**src/design/bmq_pkg.sv**
```systemverilog
package bmq_pkg;

    // Fixed field widths of the ports.
    localparam int DATA_W  = 32;
    localparam int TICKS_W = 32;
    localparam int TASK_W  = 3;
    localparam int WAKE_W  = 8;
    localparam int FILL_W  = 5;

    // Default sizes of the storage.
    localparam int DEPTH_DEF      = 16;
    localparam int ITEM_WIDTH_DEF = 32;
    localparam int TASK_COUNT_DEF = 8;

    // Capacity register value after reset.
    localparam logic [FILL_W-1:0] CAP_RESET = 5'd16;

    // Command codes.
    localparam logic CMD_SEND = 1'b0;
    localparam logic CMD_RECV = 1'b1;

    // Result status codes.
    typedef enum logic [1:0] {
        ST_OK          = 2'd0,
        ST_WOULD_BLOCK = 2'd1,
        ST_TIMEOUT     = 2'd2,
        ST_BLOCKED     = 2'd3
    } status_t;

endpackage

```
**src/design/bmq_store.sv**
```systemverilog
module bmq_store #(
    parameter int DEPTH      = bmq_pkg::DEPTH_DEF,
    parameter int ITEM_WIDTH = bmq_pkg::ITEM_WIDTH_DEF,
    parameter int PTR_W      = (DEPTH > 1) ? $clog2(DEPTH) : 1
) (
    input  logic                  clk,
    input  logic                  we,
    input  logic [PTR_W-1:0]      waddr,
    input  logic [ITEM_WIDTH-1:0] wdata,
    input  logic                  re,
    input  logic [PTR_W-1:0]      raddr,
    output logic [ITEM_WIDTH-1:0] rdata
);

    logic [ITEM_WIDTH-1:0] mem [DEPTH];
    logic [ITEM_WIDTH-1:0] rdata_reg;

    // One write port and one read port; the read data is registered.
    always_ff @(posedge clk)
    begin
        if (we)
        begin
            mem[waddr] <= wdata;
        end
    end

    always_ff @(posedge clk)
    begin
        if (re)
        begin
            rdata_reg <= mem[raddr];
        end
    end

    assign rdata = rdata_reg;

endmodule

```
**src/design/blocking_message_queue.sv**
```systemverilog
// Channel   | Signals                                         | Handshake
// ----------+-------------------------------------------------+--------------------------------
// request   | cmd, task_req, is_retry, nonblocking,           | taken when start is high and
//           | wait_forever, wait_ticks, send_data             | busy is low
// result    | status, recv_data, wake_mask, block_forever,    | done high for one cycle; the
//           | block_ticks, fill_count, is_empty, is_full      | beat cannot be held off
// config    | cfg_we, cfg_wdata (capacity)                    | written on any edge with cfg_we
//
// Each request beat produces exactly one result beat, in the cycle after it is taken.
// A new request may be taken on every cycle; the latency is set by the one-cycle
// read of the message memory, which a receive needs before its data can be shown.
// Reset is asynchronous and active low. It clears the pointers, the count and both
// wait masks, and sets the capacity to sixteen. The message memory is not cleared.
// busy is high during reset and in the first cycle after reset is released.
// The receiver cannot stall, so nothing inside ever waits on the result side.
module blocking_message_queue #(
    parameter int DEPTH      = bmq_pkg::DEPTH_DEF,
    parameter int ITEM_WIDTH = bmq_pkg::ITEM_WIDTH_DEF,
    parameter int TASK_COUNT = bmq_pkg::TASK_COUNT_DEF
) (
    input  logic                         clk,
    input  logic                         rst_n,

    input  logic                         cfg_we,
    input  logic [bmq_pkg::FILL_W-1:0]   cfg_wdata,

    input  logic                         start,
    output logic                         busy,
    input  logic                         cmd,
    input  logic [bmq_pkg::TASK_W-1:0]   task_req,
    input  logic                         is_retry,
    input  logic                         nonblocking,
    input  logic                         wait_forever,
    input  logic [bmq_pkg::TICKS_W-1:0]  wait_ticks,
    input  logic [bmq_pkg::DATA_W-1:0]   send_data,

    output logic                         done,
    output logic [1:0]                   status,
    output logic [bmq_pkg::DATA_W-1:0]   recv_data,
    output logic [bmq_pkg::WAKE_W-1:0]   wake_mask,
    output logic                         block_forever,
    output logic [bmq_pkg::TICKS_W-1:0]  block_ticks,
    output logic [bmq_pkg::FILL_W-1:0]   fill_count,
    output logic                         is_empty,
    output logic                         is_full
);

    import bmq_pkg::*;

    localparam int PTR_W = (DEPTH > 1) ? $clog2(DEPTH) : 1;

    // Control state.
    logic                  busy_reg;
    logic [FILL_W-1:0]     cap_reg;
    logic [PTR_W-1:0]      wr_ptr_reg, wr_ptr_next;
    logic [PTR_W-1:0]      rd_ptr_reg, rd_ptr_next;
    logic [FILL_W-1:0]     count_reg, count_next;
    logic [TASK_COUNT-1:0] send_wait_reg, send_wait_next;
    logic [TASK_COUNT-1:0] recv_wait_reg, recv_wait_next;
    logic                  done_reg;

    // Result payload.
    status_t               status_reg, status_next;
    logic                  recv_ok_reg;
    logic [WAKE_W-1:0]     wake_reg, wake_next;
    logic                  bforever_reg, bforever_next;
    logic [TICKS_W-1:0]    bticks_reg, bticks_next;
    logic [FILL_W-1:0]     fill_reg;
    logic                  empty_reg, empty_next;
    logic                  full_reg, full_next;

    logic                  accept;
    logic                  is_send;
    logic [FILL_W-1:0]     cap_eff;
    logic [TASK_COUNT-1:0] task_bit;
    logic [TASK_COUNT-1:0] send_wait_cl;
    logic [TASK_COUNT-1:0] recv_wait_cl;
    logic                  send_ok;
    logic                  recv_ok;
    logic [ITEM_WIDTH-1:0] mem_rdata;

    assign accept  = start && !busy_reg;
    assign is_send = (cmd == CMD_SEND);

    // Capacity in use: zero counts as one, anything above the depth as the depth.
    always_comb
    begin
        if (cap_reg == '0)
        begin
            cap_eff = FILL_W'(1);
        end
        else if (32'(cap_reg) > DEPTH)
        begin
            cap_eff = FILL_W'(DEPTH);
        end
        else
        begin
            cap_eff = cap_reg;
        end
    end

    // A task index beyond the task count has no wait bit.
    always_comb
    begin
        task_bit = '0;
        if (32'(task_req) < TASK_COUNT)
        begin
            task_bit = TASK_COUNT'(1) << task_req;
        end
    end

    // A retry drops the task's own wait bit before anything else is decided.
    assign send_wait_cl = (is_retry && is_send)  ? (send_wait_reg & ~task_bit) : send_wait_reg;
    assign recv_wait_cl = (is_retry && !is_send) ? (recv_wait_reg & ~task_bit) : recv_wait_reg;

    assign send_ok = is_send && (count_reg < cap_eff);
    assign recv_ok = !is_send && (count_reg != '0);

    always_comb
    begin
        wr_ptr_next    = wr_ptr_reg;
        rd_ptr_next    = rd_ptr_reg;
        count_next     = count_reg;
        send_wait_next = send_wait_cl;
        recv_wait_next = recv_wait_cl;
        status_next    = ST_OK;
        wake_next      = '0;
        bforever_next  = 1'b0;
        bticks_next    = '0;

        if (send_ok)
        begin
            // Pointers wrap at the capacity in use, also when left past it by a
            // capacity change.
            wr_ptr_next    = (32'(wr_ptr_reg) + 1 >= 32'(cap_eff)) ? '0 : wr_ptr_reg + 1'b1;
            count_next     = count_reg + 1'b1;
            wake_next      = WAKE_W'(recv_wait_cl);
            recv_wait_next = '0;
        end
        else if (recv_ok)
        begin
            rd_ptr_next    = (32'(rd_ptr_reg) + 1 >= 32'(cap_eff)) ? '0 : rd_ptr_reg + 1'b1;
            count_next     = count_reg - 1'b1;
            wake_next      = WAKE_W'(send_wait_cl);
            send_wait_next = '0;
        end
        else if (nonblocking)
        begin
            status_next = ST_WOULD_BLOCK;
        end
        else if (!wait_forever && (wait_ticks == '0))
        begin
            status_next = ST_TIMEOUT;
        end
        else
        begin
            // The task parks on the mask of its own side.
            status_next = ST_BLOCKED;
            if (is_send)
            begin
                send_wait_next = send_wait_cl | task_bit;
            end
            else
            begin
                recv_wait_next = recv_wait_cl | task_bit;
            end
            if (wait_forever)
            begin
                bforever_next = 1'b1;
            end
            else
            begin
                bticks_next = wait_ticks;
            end
        end

        empty_next = (count_next == '0);
        full_next  = (count_next >= cap_eff);
    end

    // The message memory: a send writes at the write pointer in the accept cycle,
    // a receive reads at the read pointer and the data arrives with the result.
    // A send and a receive never share one beat, and a write is complete before
    // any later read, so no forwarding is needed.
    bmq_store #(
        .DEPTH      (DEPTH),
        .ITEM_WIDTH (ITEM_WIDTH),
        .PTR_W      (PTR_W)
    ) u_store (
        .clk   (clk),
        .we    (accept && send_ok),
        .waddr (wr_ptr_reg),
        .wdata (ITEM_WIDTH'(send_data)),
        .re    (accept && recv_ok),
        .raddr (rd_ptr_reg),
        .rdata (mem_rdata)
    );

    always_ff @(posedge clk or negedge rst_n)
    begin
        if (!rst_n)
        begin
            busy_reg      <= 1'b1;
            cap_reg       <= CAP_RESET;
            wr_ptr_reg    <= '0;
            rd_ptr_reg    <= '0;
            count_reg     <= '0;
            send_wait_reg <= '0;
            recv_wait_reg <= '0;
            done_reg      <= 1'b0;
        end
        else
        begin
            busy_reg <= 1'b0;
            done_reg <= accept;
            if (cfg_we)
            begin
                cap_reg <= cfg_wdata;
            end
            if (accept)
            begin
                wr_ptr_reg    <= wr_ptr_next;
                rd_ptr_reg    <= rd_ptr_next;
                count_reg     <= count_next;
                send_wait_reg <= send_wait_next;
                recv_wait_reg <= recv_wait_next;
            end
        end
    end

    always_ff @(posedge clk)
    begin
        if (accept)
        begin
            status_reg   <= status_next;
            recv_ok_reg  <= recv_ok;
            wake_reg     <= wake_next;
            bforever_reg <= bforever_next;
            bticks_reg   <= bticks_next;
            fill_reg     <= count_next;
            empty_reg    <= empty_next;
            full_reg     <= full_next;
        end
    end

    assign busy          = busy_reg;
    assign done          = done_reg;
    assign status        = status_reg;
    assign recv_data     = recv_ok_reg ? DATA_W'(mem_rdata) : '0;
    assign wake_mask     = wake_reg;
    assign block_forever = bforever_reg;
    assign block_ticks   = bticks_reg;
    assign fill_count    = fill_reg;
    assign is_empty      = empty_reg;
    assign is_full       = full_reg;

endmodule

```
**config.mk**
```make
export PLATFORM = sky130hd
export DESIGN_NAME = blocking_message_queue
export DESIGN_NICKNAME = d
export VERILOG_FILES = /design/src/design/bmq_pkg.sv /design/src/design/bmq_store.sv /design/src/design/blocking_message_queue.sv
export SDC_FILE = /design/constraint.sdc
export NUM_CORES = 1
export LEC_CHECK = 0
export BUFFER_PORTS_ARGS = -buffer_cell sky130_fd_sc_hd__buf_2
export CAP_MARGIN = 30
export CORE_ASPECT_RATIO = 2
export CORE_MARGIN = 5
export CORE_UTILIZATION = 59
export CTS_CLUSTER_DIAMETER = 40
export DETAILED_ROUTE_END_ITERATION = 10
export PLACE_DENSITY = 0.8
export SLEW_MARGIN = 20
export SYNTH_ARGS = -nofsm -noshare
export SYNTH_HDL_FRONTEND = slang
export SYNTH_HIERARCHICAL = 1
export SYNTH_SLANG_ARGS = --single-unit
```
**constraint.sdc**
```tcl
create_clock -name clk -period 16.75 [get_ports clk]
set_clock_uncertainty 0.1 [all_clocks]
set_input_delay 1.675 -clock clk [delete_from_list [all_inputs] [get_ports clk]]
set_output_delay 1.675 -clock clk [all_outputs]
set_load 0.1 [all_outputs]
```
==> results.txt <==
The flow ran to the end, and the final reports show no timing, DRC or antenna violations. Setup repair after global routing left no endpoint under its margin. The die covers 46800 um2.

Once detail routing completed, the nets flagged for antenna violations numbered 0. The setup slack of the worst register-to-register path is 12.26 ns. The critical path goes through buf_2 -> nor2_1 -> o211ai_1 -> a21o_1 -> buf_4 -> nor2_1 -> nand3_1 -> nor3_4 -> buf_4. Entering global routing, the biggest net connects 62 pins. The TritonCTS clock tree is done.

Summed over all layers, the routed wires come to 55.1 mm. In the final routed layout, each cell accounts on average for 26.8 um. The number of enable flip-flop cells after synthesis came out at 595. The count of boundary I/O pins came out at 164. The setup total negative slack came out at 0 ns.

The layout overhead on the synthesized area is 14.2%. The top cell types in the final layout, fill and taps aside, are 595 x edfxtp_1, 164 x buf_2, 128 x mux4_2, 65 x and2_1, 64 x a22oi_1. Counting along the longest clock path gives a buffer depth of 3.

The port buffer count came out at 163. Counting I/O delays and the setup requirement, the final critical path takes 4.68 ns. The share of the clock period used by the worst path is 27.9%. The total power per unit cell area is 150 nW/um2.

Yosys mapped the design onto 60 distinct sky130hd cell types. The total power draw came out at 4.26 mW. The Yosys warning count came out at 6. VDD sags by at most 112 uV. The area fraction of the dominant cell type after synthesis came out at 71.6%. The total congestion overflow came out at 0. The post-synthesis area per instance came out at 19.4 um2.

The post-CTS setup buffer count is 0. The slew at the pin with the worst max-slew slack came out at 0.885 ns. Global routing consumed, over all layers together, 24.0% of the routing resources. The root buffer cell is clkbuf_16. The multi-input gate area in the final layout is 5900 um2.

The via count of the first global-routing pass came out at 13800. The clock transition at the registers of the reported paths is 0.07 ns. The height of the die came out at 301 um. The number of buffers added to fix hold violations after cts came out at 0. The post-synthesis sequential element count is 631. STA classifies the critical path startpoint as a primary input. The post-synthesis sequential area ratio came out at 75.2%. Once the floorplan was initialized, standard cells occupied 59.6% of the core.

The final layout net count came out at 1577. The count of TritonRoute iterations in the first routing pass came out at 5. The floorplan row count came out at 106. The data arrival time at the worst-slack endpoint is 4.81 ns.

In this design, the stage delay of the slowest critical-path cell is 0.79 ns. The congestion estimate from routability-driven global placement came to 0.872. The primary flip-flop cell chosen by synthesis mapping is edfxtp_1. CTS built an H-tree with a depth of 2. The element type at the critical path end is a flip-flop. TritonCTS created 53 clock buffers. After synthesis, the share of flip-flops with an asynchronous set or reset is 5.71%. Of all cell types, the one taking the most synthesized area is edfxtp_1. In this run the worst hold path is classified as flip-flop to flip-flop. The number of max-capacitance violations reported came out at 0.

The worst setup path is of the primary input to flip-flop kind. The slowest stage of the critical path belongs to the cell nor3_4. The final max-slew violation count came out at 0. In this run, placement finished with an instance count of 1957. The instance count of the mapped netlist came out at 1286. The final count of hold timing violations came out at 0. By area the synthesized netlist is led by edfxtp_1 72%, mux4_2 12%, dfrtp_1 3.4%. The cell area after synthesis came out at 25000 um2. The first global-routing pass estimated 84.2 mm of wire. Counting every net in the synthesized netlist gives 1389. The clock latency at the later pin of the worst-skew pair is 0.59 ns. The number of fillers in the final layout came out at 2604. The required time at the endpoint of the critical path is 16.89 ns. The worst-path maximum fanout came out at 37. The initial antenna violation count was 2. The non-filler instance count after layout came out at 2057. The width of the chip came out at 155 um. After detailed routing, the number of remaining DRC violations is 0. Setup violations remaining at the end of the flow were counted as 0. The detailed placer's ending HPWL came out at 33.2 mm. The iteration-0 DRC count of the detailed router came out at 1052. The leakage power summed over all cells is 9.61 nW.

The layout cell share with drive strength beyond 1 came out at 29.4%. The library cell used most frequently in the layout, excluding fill and tap cells, is edfxtp_1. Timing would allow up to 214 MHz. The number of instances resized during post-cts repair is 0. The clock drives 631 sinks. The number of vias per cell after detailed routing came out at 6.37.

The number of flip-flops under the largest register name is 512. The worst max-slew margin expressed relative to the limit came out at 41.0%. The final route contains 13100 vias. The sequential cell area is 18800 um2. The core footprint is 41900 um2.
-- Yosys cell counts, drive strengths merged (17+ instances only) --
| cell type | n |
|---|---|
| dfrtp | 34 |
| nand2 | 61 |
| and2 | 65 |
| a22oi | 64 |
| o21ai | 36 |
| mux4 | 128 |
| ha | 23 |
| buf | 35 |
| inv | 20 |
| nor2 | 33 |
| edfxtp | 595 |
| a21oi | 17 |
| nand3 | 17 |
| clkbuf | 30 |
-- routing by layer --
layer / global-route usage (%) / up-vias / wire length, um
li1: - / 5618 / -
met3: 3.44 / 113 / 3990
met2: 44.5 / 693 / 30700
met5: 0 / - / 0
met4: 8.45 / 0 / 1860
met1: 28.3 / 6686 / 18500
-- path summary, 6_finish.rpt --
path / start / end / depth (start not counted)
min in group asynchronous: rst_n / rd_ptr_reg[1] / 1
worst min register to register: send_wait_reg[7] / send_wait_reg[7] / 2
worst max register to register: cap_reg[4] / u_store/mem[12][8] / 11
worst min-delay path: send_wait_reg[7] / send_wait_reg[7] / 2
worst max-delay path: cmd / u_store/mem[12][8] / 9
max in group asynchronous: rst_n / busy / 2
-- layout make-up --
cell class	instances	area share, %
diodes	2	0.0176
clock buffers	62	4.77
clock inverters	34	1.42
inverters	20	0.272
multi-input cells	570	20.7
flip-flops and latches	631	65.9
well taps	540	2.37
repair buffers	198	4.58
-- power breakdown --
part / total (mW) / switching [mW] / internal (mW)
combinational: 1.10 / 0.659 / 0.441
sequential: 1.92 / 0.0875 / 1.83
clock: 1.25 / 0.550 / 0.698
total: 4.26 / 1.30 / 2.97
-- worst max-delay path: cells and delay by family --
| family | cells | cell delay, ns |
|---|---|---|
| and+or+nand+nor | 4 | 1.67 |
| buffers and inverters | 3 | 0.99 |
| AOI/OAI and AO/OA | 2 | 0.45 |
-- kinds of logic after synthesis --
family,count (synthesis),share of synthesized area [%]
adders and majority gates,23,1.15
DFF,631,75.2
other,1,0.0150
xor gates and xnor gates,10,0.351
buffers and inverters,85,1.67
muxes,133,11.8
and+or+nand+nor,239,5.21
AOI/OAI and AO/OA,164,4.61
-- through the flow --
stage	hold slack (ns)	util [%]	setup slack, ns	instance area [um2]
3_5_place_dp	0.425	63.7	11.54	26700
5_1_grt	0.466	68.0	12.02	28500
6_report	0.443	68.0	12.07	28500
4_1_cts	0.442	67.9	12.18	28500
2_1_floorplan	0.392	-	10.82	25000
3_3_place_gp	0.410	62.9	11.32	26400
Power figures use the tool's default switching activity.
